===== src/rtl/itp_pkg.sv =====
`timescale 1ns / 1ps
// ----------------------------------------------------------------------------
// itp_pkg
// Shared constants, codes, types and the precedence table of the
// infix to postfix converter.
// ----------------------------------------------------------------------------
package itp_pkg;

	localparam int STACK_DEPTH = 16;
	localparam int ADDR_W      = $clog2(STACK_DEPTH);
	localparam int CNT_W       = $clog2(STACK_DEPTH + 1);

	localparam int KIND_W  = 3;
	localparam int OP_W    = 4;
	localparam int PAY_W   = 64;
	localparam int OKIND_W = 2;
	localparam int ST_W    = 2;

	// input token kinds
	localparam logic [KIND_W-1:0] KIND_NUM    = 3'd0;
	localparam logic [KIND_W-1:0] KIND_VAR    = 3'd1;
	localparam logic [KIND_W-1:0] KIND_LPAREN = 3'd2;
	localparam logic [KIND_W-1:0] KIND_RPAREN = 3'd3;
	localparam logic [KIND_W-1:0] KIND_OP     = 3'd4;
	localparam logic [KIND_W-1:0] KIND_END    = 3'd5;

	// result kinds
	localparam logic [OKIND_W-1:0] OKIND_OPER = 2'd2;
	localparam logic [OKIND_W-1:0] OKIND_MARK = 2'd3;

	// status codes
	localparam logic [ST_W-1:0] ST_OK        = 2'd0;
	localparam logic [ST_W-1:0] ST_UNMATCHED = 2'd1;
	localparam logic [ST_W-1:0] ST_OVERFLOW  = 2'd2;

	// operator codes
	localparam logic [OP_W-1:0] OP_PLUS    = 4'd0;
	localparam logic [OP_W-1:0] OP_MINUS   = 4'd1;
	localparam logic [OP_W-1:0] OP_STAR    = 4'd2;
	localparam logic [OP_W-1:0] OP_SLASH   = 4'd3;
	localparam logic [OP_W-1:0] OP_PERCENT = 4'd4;
	localparam logic [OP_W-1:0] OP_LESS    = 4'd5;
	localparam logic [OP_W-1:0] OP_MORE    = 4'd6;
	localparam logic [OP_W-1:0] OP_LESSEQ  = 4'd7;
	localparam logic [OP_W-1:0] OP_MOREEQ  = 4'd8;
	localparam logic [OP_W-1:0] OP_EQUAL   = 4'd9;
	localparam logic [OP_W-1:0] OP_AND     = 4'd10;
	localparam logic [OP_W-1:0] OP_OR      = 4'd11;
	localparam logic [OP_W-1:0] OP_COUNT   = 4'd12;

	// stack entry that marks an open paren
	localparam logic [OP_W-1:0] LPAREN_CODE = 4'd15;

	typedef struct packed {
		logic [OKIND_W-1:0] kind;
		logic [OP_W-1:0]    op;
		logic [PAY_W-1:0]   payload;
		logic [ST_W-1:0]    status;
	} result_t;

	typedef struct packed {
		logic    load;
		logic    flush;
		result_t res;
	} emit_req_t;

	typedef struct packed {
		logic ack;
		logic pend_v;
	} emit_rsp_t;

	function automatic logic [2:0] prec_of(input logic [OP_W-1:0] op);
		logic [2:0] p;
		unique case (op)
			OP_AND, OP_OR:                           p = 3'd1;
			OP_PLUS, OP_MINUS:                       p = 3'd2;
			OP_STAR, OP_SLASH, OP_PERCENT:           p = 3'd3;
			OP_LESS, OP_MORE, OP_LESSEQ, OP_MOREEQ: p = 3'd4;
			OP_EQUAL:                                p = 3'd5;
			default:                                 p = 3'd0;
		endcase
		return p;
	endfunction

endpackage


===== src/rtl/itp_in_if.sv =====
`timescale 1ns / 1ps
// ----------------------------------------------------------------------------
// itp_in_if
// Token channel: valid/ready handshake carrying one infix token.
// ----------------------------------------------------------------------------
interface itp_in_if
	import itp_pkg::*;
();
	logic              valid;
	logic              ready;
	logic [KIND_W-1:0] kind;
	logic [OP_W-1:0]   op_code;
	logic [PAY_W-1:0]  payload;

	modport source (output valid, output kind, output op_code, output payload, input ready);
	modport sink (input valid, input kind, input op_code, input payload, output ready);
endinterface


===== src/rtl/itp_out_if.sv =====
`timescale 1ns / 1ps
// ----------------------------------------------------------------------------
// itp_out_if
// Result channel: valid/ready handshake carrying one postfix word.
// ----------------------------------------------------------------------------
interface itp_out_if
	import itp_pkg::*;
();
	logic               valid;
	logic               ready;
	logic [OKIND_W-1:0] out_kind;
	logic [OP_W-1:0]    out_op;
	logic [PAY_W-1:0]   out_payload;
	logic [ST_W-1:0]    status;
	logic               last;

	modport source (output valid, output out_kind, output out_op, output out_payload,
		output status, output last, input ready);
	modport sink (input valid, input out_kind, input out_op, input out_payload,
		input status, input last, output ready);
endinterface


===== src/rtl/itp_ram.sv =====
`timescale 1ns / 1ps
// ----------------------------------------------------------------------------
// itp_ram
// Simple dual-port RAM, one write port, one read port with registered data.
// ----------------------------------------------------------------------------
module itp_ram #(
	parameter int WIDTH = 4,
	parameter int DEPTH = 16
) (
	input  logic                     clk,
	input  logic                     we,
	input  logic [$clog2(DEPTH)-1:0] waddr,
	input  logic [WIDTH-1:0]         wdata,
	input  logic                     re,
	input  logic [$clog2(DEPTH)-1:0] raddr,
	output logic [WIDTH-1:0]         rdata
);
	logic [WIDTH-1:0] mem [DEPTH];

	always_ff @(posedge clk) begin
		if (we) begin
			mem[waddr] <= wdata;
		end
		if (re) begin
			rdata <= mem[raddr];
		end
	end
endmodule


===== src/rtl/itp_ctrl.sv =====
`timescale 1ns / 1ps
// ----------------------------------------------------------------------------
// itp_ctrl
// Token sequencer: owns the stack pointer, reads the top of the operator
// stack from RAM and decides pops, pushes and markers.
// ----------------------------------------------------------------------------
module itp_ctrl
	import itp_pkg::*;
(
	input  logic              clk,
	input  logic              arst_n,
	itp_in_if.sink            tokens,
	output emit_req_t         req,
	input  emit_rsp_t         rsp,
	output logic              ram_we,
	output logic [ADDR_W-1:0] ram_waddr,
	output logic [OP_W-1:0]   ram_wdata,
	output logic              ram_re,
	output logic [ADDR_W-1:0] ram_raddr,
	input  logic [OP_W-1:0]   ram_rdata
);
	localparam logic [2:0] S_IDLE  = 3'd0;
	localparam logic [2:0] S_PASS  = 3'd1;
	localparam logic [2:0] S_CHECK = 3'd2;
	localparam logic [2:0] S_PUSH  = 3'd3;
	localparam logic [2:0] S_MARK  = 3'd4;
	localparam logic [2:0] S_FIN   = 3'd5;

	logic [2:0]        state_q, state_d;
	logic [CNT_W-1:0]  cnt_q, cnt_d;
	logic [CNT_W-1:0]  cnt_m1, cnt_m2;
	logic [KIND_W-1:0] kind_q;
	logic [OP_W-1:0]   op_q;
	logic [PAY_W-1:0]  pay_q;
	logic [ST_W-1:0]   mark_st_q, mark_st_d;
	logic              accept;
	logic              full;
	logic              pop;
	logic              pop_go;

	assign accept = tokens.valid && tokens.ready;
	assign tokens.ready = (state_q == S_IDLE);
	assign cnt_m1 = cnt_q - CNT_W'(1);
	assign cnt_m2 = cnt_q - CNT_W'(2);
	assign full = (cnt_q == CNT_W'(STACK_DEPTH));

	// top of stack stops an operator at '(' or at lower precedence
	always_comb begin
		if (kind_q == KIND_OP) begin
			pop = (ram_rdata < OP_COUNT) && (prec_of(op_q) <= prec_of(ram_rdata));
		end else begin
			pop = (ram_rdata != LPAREN_CODE);
		end
	end

	assign pop_go = (state_q == S_CHECK) && pop && rsp.ack;

	always_comb begin
		state_d   = state_q;
		cnt_d     = cnt_q;
		mark_st_d = mark_st_q;
		ram_we    = 1'b0;
		ram_waddr = cnt_q[ADDR_W-1:0];
		ram_wdata = op_q;
		ram_re    = 1'b0;
		ram_raddr = cnt_m1[ADDR_W-1:0];
		req       = '0;
		unique case (state_q)
			S_IDLE: begin
				if (accept) begin
					unique case (tokens.kind)
						KIND_NUM, KIND_VAR: begin
							state_d = S_PASS;
						end
						KIND_LPAREN: begin
							if (full) begin
								mark_st_d = ST_OVERFLOW;
								state_d   = S_MARK;
							end else begin
								ram_we    = 1'b1;
								ram_wdata = LPAREN_CODE;
								cnt_d     = cnt_q + CNT_W'(1);
							end
						end
						KIND_RPAREN: begin
							if (cnt_q == '0) begin
								mark_st_d = ST_UNMATCHED;
								state_d   = S_MARK;
							end else begin
								ram_re  = 1'b1;
								state_d = S_CHECK;
							end
						end
						KIND_OP: begin
							if (tokens.op_code < OP_COUNT) begin
								if (cnt_q == '0) begin
									state_d = S_PUSH;
								end else begin
									ram_re  = 1'b1;
									state_d = S_CHECK;
								end
							end
						end
						KIND_END: begin
							if (cnt_q == '0) begin
								mark_st_d = ST_OK;
								state_d   = S_MARK;
							end else begin
								ram_re  = 1'b1;
								state_d = S_CHECK;
							end
						end
						default: begin
							state_d = S_IDLE;
						end
					endcase
				end
			end
			S_PASS: begin
				req.load        = 1'b1;
				req.flush       = 1'b1;
				req.res.kind    = kind_q[OKIND_W-1:0];
				req.res.payload = pay_q;
				if (rsp.ack) begin
					state_d = S_IDLE;
				end
			end
			S_CHECK: begin
				if (pop) begin
					req.load     = 1'b1;
					req.res.kind = OKIND_OPER;
					req.res.op   = ram_rdata;
					if (rsp.ack) begin
						cnt_d = cnt_m1;
						if (cnt_m1 == '0) begin
							priority case (kind_q)
								KIND_RPAREN: begin
									mark_st_d = ST_UNMATCHED;
									state_d   = S_MARK;
								end
								KIND_OP: begin
									state_d = S_PUSH;
								end
								default: begin
									mark_st_d = ST_OK;
									state_d   = S_MARK;
								end
							endcase
						end else begin
							// fetch the next entry down
							ram_re    = 1'b1;
							ram_raddr = cnt_m2[ADDR_W-1:0];
						end
					end
				end else begin
					priority case (kind_q)
						KIND_RPAREN: begin
							cnt_d   = cnt_m1;
							state_d = S_FIN;
						end
						KIND_OP: begin
							state_d = S_PUSH;
						end
						default: begin
							cnt_d     = '0;
							mark_st_d = ST_OK;
							state_d   = S_MARK;
						end
					endcase
				end
			end
			S_PUSH: begin
				if (full) begin
					mark_st_d = ST_OVERFLOW;
					state_d   = S_MARK;
				end else begin
					ram_we  = 1'b1;
					cnt_d   = cnt_q + CNT_W'(1);
					state_d = S_FIN;
				end
			end
			S_MARK: begin
				req.load       = 1'b1;
				req.res.kind   = OKIND_MARK;
				req.res.status = mark_st_q;
				if (rsp.ack) begin
					state_d = S_FIN;
				end
			end
			S_FIN: begin
				req.flush = 1'b1;
				if (rsp.ack) begin
					state_d = S_IDLE;
				end
			end
			default: begin
				state_d = S_IDLE;
			end
		endcase
	end

	always_ff @(posedge clk or negedge arst_n) begin
		if (!arst_n) begin
			state_q <= S_IDLE;
			cnt_q   <= '0;
		end else begin
			state_q <= state_d;
			cnt_q   <= cnt_d;
		end
	end

	always_ff @(posedge clk) begin
		mark_st_q <= mark_st_d;
		if (accept) begin
			kind_q <= tokens.kind;
			op_q   <= tokens.op_code;
			pay_q  <= tokens.payload;
		end
	end

`ifndef ASSERT_OFF
	a_cnt_bound: assert property (@(posedge clk) disable iff (!arst_n)
		cnt_q <= CNT_W'(STACK_DEPTH))
		else $error("stack count beyond depth");

	a_check_nonempty: assert property (@(posedge clk) disable iff (!arst_n)
		state_q == S_CHECK |-> cnt_q != '0)
		else $error("top of stack examined on empty stack");

	a_pop_dec: assert property (@(posedge clk) disable iff (!arst_n)
		pop_go |=> cnt_q == $past(cnt_q) - CNT_W'(1))
		else $error("pop did not lower the stack count");

	a_idle_drained: assert property (@(posedge clk) disable iff (!arst_n)
		state_q == S_IDLE |-> !rsp.pend_v)
		else $error("held word left over between tokens");
`endif
endmodule


===== src/rtl/itp_emit.sv =====
`timescale 1ns / 1ps
// ----------------------------------------------------------------------------
// itp_emit
// Result stage: holds one word back until it is known whether it is the
// last of its token, and drives the output register.
// ----------------------------------------------------------------------------
module itp_emit
	import itp_pkg::*;
(
	input  logic      clk,
	input  logic      arst_n,
	input  emit_req_t req,
	output emit_rsp_t rsp,
	itp_out_if.source results
);
	logic    ovalid_q;
	result_t oreg_q;
	logic    olast_q;
	logic    pend_v_q;
	result_t pend_q;
	logic    out_free;
	logic    ack;
	logic    out_load;
	logic    direct;

	assign out_free = !ovalid_q || results.ready;
	assign direct   = req.load && req.flush;

	always_comb begin
		priority if (direct) begin
			ack = out_free;
		end else if (req.load || req.flush) begin
			ack = !pend_v_q || out_free;
		end else begin
			ack = 1'b0;
		end
	end

	// a word leaves when passed straight through or when pushed out of hold
	assign out_load = ack && (direct || (pend_v_q && (req.load || req.flush)));

	assign rsp.ack    = ack;
	assign rsp.pend_v = pend_v_q;

	always_ff @(posedge clk or negedge arst_n) begin
		if (!arst_n) begin
			ovalid_q <= 1'b0;
			pend_v_q <= 1'b0;
		end else begin
			if (out_load) begin
				ovalid_q <= 1'b1;
			end else if (results.ready) begin
				ovalid_q <= 1'b0;
			end
			if (ack && req.load && !req.flush) begin
				pend_v_q <= 1'b1;
			end else if (ack && req.flush && !req.load) begin
				pend_v_q <= 1'b0;
			end
		end
	end

	always_ff @(posedge clk) begin
		if (out_load) begin
			oreg_q  <= direct ? req.res : pend_q;
			olast_q <= req.flush;
		end
		if (ack && req.load && !req.flush) begin
			pend_q <= req.res;
		end
	end

	assign results.valid       = ovalid_q;
	assign results.out_kind    = oreg_q.kind;
	assign results.out_op      = oreg_q.op;
	assign results.out_payload = oreg_q.payload;
	assign results.status      = oreg_q.status;
	assign results.last        = olast_q;

`ifndef ASSERT_OFF
	a_direct_empty: assert property (@(posedge clk) disable iff (!arst_n)
		direct |-> !pend_v_q)
		else $error("pass-through word while a word is held");

	a_out_hold: assert property (@(posedge clk) disable iff (!arst_n)
		ovalid_q && !results.ready |=> ovalid_q && $stable(oreg_q) && $stable(olast_q))
		else $error("output word changed while stalled");

	a_flush_clears: assert property (@(posedge clk) disable iff (!arst_n)
		ack && req.flush |=> !pend_v_q)
		else $error("held word survived a flush");
`endif
endmodule


===== src/rtl/infix_to_postfix_converter_unit.sv =====
`timescale 1ns / 1ps
// ----------------------------------------------------------------------------
// infix_to_postfix_converter_unit
// Shunting-yard converter: infix tokens in, postfix words out, operator
// stack held in a synchronous RAM.
//
//   channel   dir  handshake     payload
//   tokens    in   valid/ready   kind, op_code, payload
//   results   out  valid/ready   out_kind, out_op, out_payload, status, last
//
// number/variable: passed out as is; '(': pushed, or an overflow marker if full;
// ')': pops operators down to its '(', or marks it unmatched; operator: pops while
// the top has equal or higher precedence, then pushes or marks an overflow; end:
// pops to a '(' and emits a marker; the registered RAM read sets the check step.
// reset clears the stack count and the handshake state; the RAM needs no clear.
// a stalled results channel holds the sequencer at its next word; the output
// register lets a new token enter while the previous word still waits.
// ----------------------------------------------------------------------------
module infix_to_postfix_converter_unit
	import itp_pkg::*;
(
	input  logic      clk,
	input  logic      arst_n,
	itp_in_if.sink    tokens,
	itp_out_if.source results
);
	emit_req_t         req;
	emit_rsp_t         rsp;
	logic              ram_we;
	logic [ADDR_W-1:0] ram_waddr;
	logic [OP_W-1:0]   ram_wdata;
	logic              ram_re;
	logic [ADDR_W-1:0] ram_raddr;
	logic [OP_W-1:0]   ram_rdata;

	itp_ram #(
		.WIDTH (OP_W),
		.DEPTH (STACK_DEPTH)
	) u_stack (
		.clk   (clk),
		.we    (ram_we),
		.waddr (ram_waddr),
		.wdata (ram_wdata),
		.re    (ram_re),
		.raddr (ram_raddr),
		.rdata (ram_rdata)
	);

	itp_ctrl u_ctrl (
		.clk       (clk),
		.arst_n    (arst_n),
		.tokens    (tokens),
		.req       (req),
		.rsp       (rsp),
		.ram_we    (ram_we),
		.ram_waddr (ram_waddr),
		.ram_wdata (ram_wdata),
		.ram_re    (ram_re),
		.ram_raddr (ram_raddr),
		.ram_rdata (ram_rdata)
	);

	itp_emit u_emit (
		.clk     (clk),
		.arst_n  (arst_n),
		.req     (req),
		.rsp     (rsp),
		.results (results)
	);
endmodule

===== src/flat_wrapper.sv =====
// flat-port wrapper written by rule: the top's interface ports become plain ports
module infix_to_postfix_converter_unit_flat import itp_pkg::*;
  (clk, arst_n, tokens_valid, tokens_kind, tokens_op_code, tokens_payload, tokens_ready, results_valid, results_out_kind, results_out_op, results_out_payload, results_status, results_last, results_ready);
  itp_in_if tokens_i ();
  itp_out_if results_i ();
  input  logic clk;
  input  logic arst_n;
  input wire logic [$bits(tokens_i.valid)-1:0] tokens_valid;
  input wire logic [$bits(tokens_i.kind)-1:0] tokens_kind;
  input wire logic [$bits(tokens_i.op_code)-1:0] tokens_op_code;
  input wire logic [$bits(tokens_i.payload)-1:0] tokens_payload;
  output wire logic [$bits(tokens_i.ready)-1:0] tokens_ready;
  output wire logic [$bits(results_i.valid)-1:0] results_valid;
  output wire logic [$bits(results_i.out_kind)-1:0] results_out_kind;
  output wire logic [$bits(results_i.out_op)-1:0] results_out_op;
  output wire logic [$bits(results_i.out_payload)-1:0] results_out_payload;
  output wire logic [$bits(results_i.status)-1:0] results_status;
  output wire logic [$bits(results_i.last)-1:0] results_last;
  input wire logic [$bits(results_i.ready)-1:0] results_ready;
  assign tokens_i.valid = tokens_valid;
  assign tokens_i.kind = tokens_kind;
  assign tokens_i.op_code = tokens_op_code;
  assign tokens_i.payload = tokens_payload;
  assign tokens_ready = tokens_i.ready;
  assign results_valid = results_i.valid;
  assign results_out_kind = results_i.out_kind;
  assign results_out_op = results_i.out_op;
  assign results_out_payload = results_i.out_payload;
  assign results_status = results_i.status;
  assign results_last = results_i.last;
  assign results_i.ready = results_ready;
  infix_to_postfix_converter_unit u_core (.clk(clk), .arst_n(arst_n), .tokens(tokens_i), .results(results_i));
endmodule

===== config.mk =====
export PLATFORM = sky130hd
export DESIGN_NAME = infix_to_postfix_converter_unit_flat
export DESIGN_NICKNAME = d
export VERILOG_FILES = /design/src/rtl/itp_pkg.sv /design/src/rtl/itp_in_if.sv /design/src/rtl/itp_out_if.sv /design/src/rtl/itp_ram.sv /design/src/rtl/itp_ctrl.sv /design/src/rtl/itp_emit.sv /design/src/rtl/infix_to_postfix_converter_unit.sv /design/src/flat_wrapper.sv
export SDC_FILE = /design/constraint.sdc
export NUM_CORES = 1
export LEC_CHECK = 0
export ABC_AREA = 0
export BUFFER_PORTS_ARGS = -buffer_cell sky130_fd_sc_hd__buf_2
export CAP_MARGIN = 20
export CORE_ASPECT_RATIO = 0.8
export CORE_MARGIN = 5
export CORE_UTILIZATION = 50
export CTS_CLUSTER_DIAMETER = 80
export DETAILED_ROUTE_END_ITERATION = 6
export HOLD_SLACK_MARGIN = 0.02
export PLACE_DENSITY = 0.7
export SLEW_MARGIN = 20
export SYNTH_ARGS = -nofsm -noshare
export SYNTH_HDL_FRONTEND = slang
export SYNTH_SLANG_ARGS = --single-unit

===== constraint.sdc =====
create_clock -name clk -period 7.3 [get_ports clk]
set_input_delay 0.73 -clock clk [delete_from_list [all_inputs] [get_ports clk]]
set_output_delay 0.73 -clock clk [all_outputs]
set_load 0.005 [all_outputs]

Word-level counts from Yosys, hierarchy flattened --
Memories as Yosys holds them, arrays and structs flattened. A register that Yosys moved wholly into a read port is not among the register bits. Cells that the tools add are included.
Word-level totals: bits in latches 0, bits in registers 228, input port bits 75, ROM bits 96, memories kept 3, bits in writable memories 64, output and inout bits 75, word-level logic and storage cells 160
Cells by class: add/sub/neg operators 3, multiply operators 0, eq/ne operators 28, shift operators 0, magnitude comparators 3, bitwise operators 0, reduce and logical (&&, ||, !) cells 32, divide/modulo/power cells 0, multiplexer cells 74
Memories:
- u_core.u_stack.mem | depth 16, width 4, read ports 1, clocked after memory_dff 1, wr ports 1, RTL line itp_ram.sv:18 | logic [WIDTH-1:0] mem [DEPTH];
- (no name shown) | depth 16, width 3, read ports 1, clocked after memory_dff 1, wr ports 0, RTL line itp_pkg.sv:74 | unique case (op)
- (no name shown) | depth 16, width 3, read ports 1, clocked after memory_dff 0, wr ports 0, RTL line itp_pkg.sv:74
Operator list (number):
- $mux 72 | 1
- $mux 64 | 1
- $mux 4 | 10
- $mux 3 | 12
- $mux 5 | 5
- $ne 3x3->1 const B | 8
- $mux 1 | 22
- $mux 2 | 9
- $pmux 2 s3 | 3
- $eq 3x2->1 const B | 5
- $eq 3x3->1 const B | 5
- $pmux 3 s5 | 1
- $pmux 5 s3 | 1
- $pmux 3 s4 | 1
- $logic_not 5->1 | 2
- $pmux 5 s2 | 1
- $reduce_or 2->1 | 5
- $logic_and 1x1->1 | 9
- $reduce_and 9->1 | 1
- $lt 4x4->1 const B | 2
- $pmux 1 s2 | 4
- $reduce_and 7->1 | 1
- $eq 3x1->1 const B | 2
- $logic_not 3->1 | 2
- 18 further kinds | 27

Logic depth before layout (Yosys ltp) --
word-level depth 14, mapped depth 13

By module --
From an unflattened synthesis, not the netlist that was laid out.
Unflattened totals: cells, all modules 717, area, all modules 12239.2 um2
Modules (own cells, without submodules):
- itp_emit | cells an instance 240, seq. area each 4404.2 um2, area each 5441.5 um2, instances 1
- itp_ctrl | cells an instance 347, seq. area each 2452.4 um2, area each 4091.4 um2, instances 1
- itp_ram | cells an instance 130, seq. area each 2042.0 um2, area each 2706.3 um2, instances 1

Worst setup path after synthesis --
Ideal clock, no wire load.
path kind register -> register, start point reg u_core.u_stack.rdata[2], read port of u_core.u_stack.mem, end point reg u_core.u_emit.pend_q[0] (netlist bit) (enable), stages on the path, launching flop included 11, slack -259 ps, setup time 594 ps, arrival 6966 ps, data required time 6706 ps, cell sequence edfxtp_1 -> buf_2 -> nor3b_1 -> a21oi_1 -> ha_1 -> a21oi_1 -> nand3_1 -> a21oi_1 -> clkbuf_1 -> a21oi_1 -> nor3_1
Between the ends: cells in the longest elaborated chain, start to end 12, elaborated cells on any way between the ends 15, classes of those cells 2 x order compare; 1 x eq/ne; 6 x mux; 5 x reduce/logical; 1 x memory
RTL lines:
- from (decl) | RTL line itp_ram.sv:16 | output logic [WIDTH-1:0] rdata
- $mem_v2 16x3
- $mux 3 | RTL line itp_ctrl.sv:49 | if (kind_q == KIND_OP) begin
- $le 3x3->1 | RTL line itp_ctrl.sv:50 | pop = (ram_rdata < OP_COUNT) && (prec_of(op_q) <= prec_of(ram_rdata));
- $logic_and 1x1->1 | RTL line itp_ctrl.sv:50
- $mux 1 * | RTL line itp_ctrl.sv:49
- $mux 1 * | RTL line itp_ctrl.sv:129 | if (pop) begin
- $pmux 1 s2 * | RTL line itp_ctrl.sv:68 | unique case (state_q)
- $logic_or 1x1->1 | RTL line itp_emit.sv:32 | end else if (req.load || req.flush) begin
- $mux 1 | RTL line itp_emit.sv:32
- $mux 1 | RTL line itp_emit.sv:30 | priority if (direct) begin
- $logic_and 1x1->1 * (2 in a row) | RTL line itp_emit.sv:68 | if (ack && req.load && !req.flush) begin
- to (signal assigned) | RTL line itp_emit.sv:69 | pend_q <= req.res;
- to (decl) | RTL line itp_emit.sv:20 | result_t pend_q;
Every way passes the cells marked *; elsewhere a longest branch is shown, timed or not. The select of a mux whose other input is x is not followed. A chain may end at the register's enable or synchronous reset.

Worst setup path in the final report --
start point reg u_core.u_ctrl.cnt_q[1], end point reg u_core.u_stack.rdata[1], read port of u_core.u_stack.mem, data pin
Between the ends: cells in the longest elaborated chain, start to end 6, elaborated cells on any way between the ends 16, classes of those cells 2 x add/sub; 12 x mux; 2 x reduce/logical
RTL lines:
- from (decl) | RTL line itp_ctrl.sv:30 | logic [CNT_W-1:0] cnt_q, cnt_d;
- from (signal assigned) | RTL line itp_ctrl.sv:208 | cnt_q <= cnt_d;
- $sub 5x1->5 or $logic_not 5->1 (tied branches)
- $logic_not 5->1 or $mux 1 (tied branches)
- $mux 1 (tied with other cells) | RTL line itp_ctrl.sv:135 | if (cnt_m1 == '0) begin
- $mux 1 (tied with other cells) | RTL line itp_ctrl.sv:133 | if (rsp.ack) begin
- $mux 1 (tied with other cells) | RTL line itp_ctrl.sv:129
- $pmux 1 s2 or $mux 4 (tied branches) | RTL line itp_ctrl.sv:68
Parallel ways exist; a longest one is shown, timed or not.

==> key figures <==
Power
  • Pleak: about 5.3 nW
  • Pwr dens: 417 mW/mm^2
  • IR drop worst, VDD: ~0.00028 V

Detailed routing
  • WL met2: between 10 and 15 mm
  • Top Metal Used: met4
  • WL final: approximately 25 mm
  • 1st-pass router iterations: 5
  • DR iter-0 viols: approximately 640
  • Antenna Nets Post-Route: 0
  • Met1 wire length: about 12 mm
  • Drt wl/cell: 19.5 um
  • DR DRC count: 0
  • Met3 WL: roughly 1.6 mm
  • Via count: between 7,000 and 8,000
  • Vias per inst: about 5.6

Clock network
  • Clk buf depth: 3
  • Htree depth: 1
  • Root buf cell: clkbuf_16
  • Hold Buf Count CTS: 0
  • Clock Latency Late Sink: around 0.55 ns
  • Post-CTS setup repair buffer count: 0
  • Clock transition at the registers of the reported paths: around 0.06 ns
  • TritonCTS clock tree: yes
  • Sink Count: roughly 300
  • Total CTS buffers: 29
  • # resized after CTS: 0

Placement
  • PortBufs: roughly 150
  • Gpl congestion: just under 0.9
  • Post-DP HPWL: ~17 mm
  • Worst slack at placement: between 2 and 3 ns
  • DP Area: 0.0138 sq mm

Critical path
  • Slowest stage delay, CP: around 1.1 ns
  • R2R Path Start: u_core.u_ctrl.cnt_q[1]$_DFFE_PN0P_
  • CP max stage cell: dfrtp_1
  • Crit path DAT: ~4.7 ns
  • CP Max Fanout: 27
  • Crit end category: flop
  • Setup crit start kind: flop
  • Setup Crit Path Kind: flop to flop
  • Crit path max-delay family: simple AND/OR/NAND/NOR gates
  • RR Endpoint: u_core.u_stack.rdata[1]$_DFFE_PP_
  • R2R Setup Slk: between 2 and 3 ns
  • CP bufs+invs: 1
  • Worst endpoint required time: ~7.6 ns
  • Worst path cell trace: inv_1 > ha_1 > xor2_1 > nor3b_1 > a21oi_1 > nand2_1 > mux2_2 > mux2i_1 > a211oi_1
  • Number of cells on the worst reg-to-reg path: 9

STA
  • Final Worst Setup Slack: around 2.9 ns
  • Slew HR: about 28%
  • F_max: 228 MHz
  • Final TNS setup: 0 ns
  • Worst-Margin Slew: 1.09 ns
  • Worst Skew: 0.0200 ns
  • Minimum clock period: approximately 4.4 ns
  • Unrepaired setup endpoints after global routing: no
  • Endpoints failing setup: 0
  • Fin crit share: between 60% and 70%
  • Max-slew violations: 0
  • Hold Fails Final Rpt: 0

GRT
  • Largest net degree at the start of global routing: between 80 and 90
  • Vias in the first global route: 7,144
  • First-pass GRT wire length: 39.9 mm
  • Overflow after GRT: 0
  • Total GRT Usage: between 15 and 20%
  • Initial antenna violation count: 0

Layout
  • Post-route cell area: around 0.015 sq mm
  • # diodes: 0
  • Utilization after layout: 58.4%
  • Fillers: 1,941
  • Nets: 1,043
  • Area Growth Syn to Fin: 15.3%
  • Share of post-route cells with drive strength above 1: a little under a third

Outcome
  • Status: complete, no violations

Run
  • Maxcap violations: 0

Yosys
  • #FFs+latches synth: roughly 300
  • Cell count after synthesis: 804
  • Synth Cell Area: approximately 0.013 sq mm
  • Post-synth EDFFs: 286
  • Syn nets: between 800 and 900
  • Primary FF master, synth: edfxtp_1
  • Distinct cell type count after synthesis: 63
  • Sequential element share of the synthesized area: a little over two thirds
  • Avg Inst Size Synth: between 15 and 20 sq um
  • Async set-reset flop share out of synthesis: under 10%
  • YS warnings: 0

Floorplanning
  • Initial Util: 50.6%
  • Row cnt: 52
  • Top Ports: 150
  • Die area: 0.0288 sq mm
  • Core area: around 0.025 sq mm
  • Die width: between 150 and 200 um
  • DIE HEIGHT: approximately 150 um

Worst hold path
  • Hold Path Class: input pin to asynchronous set/reset pin
-- kinds of logic after synthesis --
kind of cell | share of synthesized area (%)
AND/OR/NAND/NOR | 9.32
flip-flops | 69.8
adder cells (fa/ha/maj) | 1.18
AO/OA/AOI/OAI | 5.77
XOR/XNOR | 0.137
buffers and inverters | 1.57
multiplexers | 12.2
-- power by group --
| group | leakage [nW] | switching, W | internal, W |
|---|---|---|---|
| registers | 2.82 | 0.000229 | 0.00261 |
| clock network | 0.421 | 0.000604 | 0.000793 |
| logic | 2.09 | 0.00110 | 0.000795 |
| total | 5.34 | 0.00194 | 0.00420 |
-- through the flow --
stage / hold WS (ns) / total power (W) / std cells
4_1_cts: 0.0371 / 0.00619 / 1300
5_1_grt: 0.0563 / 0.00649 / 1300
2_1_floorplan: 0.434 / 0.00416 / 804
6_report: 0.0562 / 0.00613 / 1300
3_5_place_dp: 0.516 / 0.00478 / 1249
3_3_place_gp: 0.507 / 0.00475 / 1249
-- sequential cells by signal (all words and copies together) (netlist names), 2 cells and up, named ones only --
name                               flops
u_core.u_ctrl.kind_q                   3
u_core.u_ctrl.state_q                  3
u_core.u_ctrl.pay_q                   64
u_core.u_ctrl.cnt_q                    5
u_core.u_stack.rdata                   4
u_core.u_emit.results.out_payload     64
u_core.u_emit.pend_q                  72
u_core.u_emit.results.out_op           4
u_core.u_ctrl.op_q                     4
u_core.u_stack.mem                    64
u_core.u_ctrl.mark_st_q                2
u_core.u_emit.results.out_kind         2
u_core.u_emit.results.status           2
-- area by class of cell --
| cell class | instances | area [sq um] | share of cell area, % |
|---|---|---|---|
| inverters | 11 | 41.3 | 0.281 |
| clock buffers | 35 | 748 | 5.09 |
| repair buffers | 157 | 806 | 5.48 |
| clock inverters | 16 | 125 | 0.851 |
| flip-flops and latches | 299 | 8900 | 60.6 |
| multi-input cells | 458 | 3670 | 25.0 |
| well taps | 324 | 405 | 2.76 |
-- cells in the mapped netlist (all sizes together), types with 9 or more instances --
master,count,area [sq um]
a211oi,17,128
a21oi,31,155
and2,73,457
and3,12,75.1
buf,9,57.6
clkbuf,27,101
dfrtp,10,250
edfxtp,286,8590
ha,12,150
inv,10,37.5
mux2,73,822
mux2i,26,260
mux4,21,473
nand2,38,143
nand2b,10,62.6
nand3,11,55.1
nor2,22,85.1
nor2b,20,125
nor3,9,45.0
o21ai,21,120
-- how the worst max path moves through the flow --
stage	startpoint	to	slack (ns)	cells after the start
final	u_core.u_ctrl.cnt_q[1]$_DFFE_PN0P_	u_core.u_stack.rdata[1]$_DFFE_PP_	2.91	9
after floorplan	u_core.u_stack.rdata[2]$_DFFE_PP_	u_core.u_emit.results.last$_DFFE_PP_	1.65	10
after CTS	u_core.u_ctrl.cnt_q[1]$_DFFE_PN0P_	u_core.u_stack.rdata[1]$_DFFE_PP_	2.95	9
after global placement	u_core.u_ctrl.cnt_q[1]$_DFFE_PN0P_	u_core.u_stack.rdata[1]$_DFFE_PP_	3.20	9
after global routing	u_core.u_ctrl.cnt_q[1]$_DFFE_PN0P_	u_core.u_stack.rdata[1]$_DFFE_PP_	2.57	9
after detailed placement	u_core.u_ctrl.cnt_q[1]$_DFFE_PN0P_	u_core.u_stack.rdata[1]$_DFFE_PP_	2.98	9
-- routing by layer --
| layer | GRT usage [%] | up-vias |
|---|---|---|
| li1 | - | 3404 |
| met1 | 26.2 | 3541 |
| met2 | 25.7 | 256 |
| met3 | 3.18 | 46 |
| met4 | 4.54 | 0 |
| met5 | 0 | - |
-- layout by cell type (no fill, tap or decap), types with 19 or more instances in the layout --
cell / count
and2_1: 73
mux2_2: 73
nor2b_1: 20
mux2i_1: 26
a21oi_1: 31
clkbuf_16: 29
buf_2: 149
nand2_1: 38
o21ai_0: 19
mux4_2: 21
nor2_1: 20
edfxtp_1: 286
No activity file was read; power rests on OpenSTA's default activity.
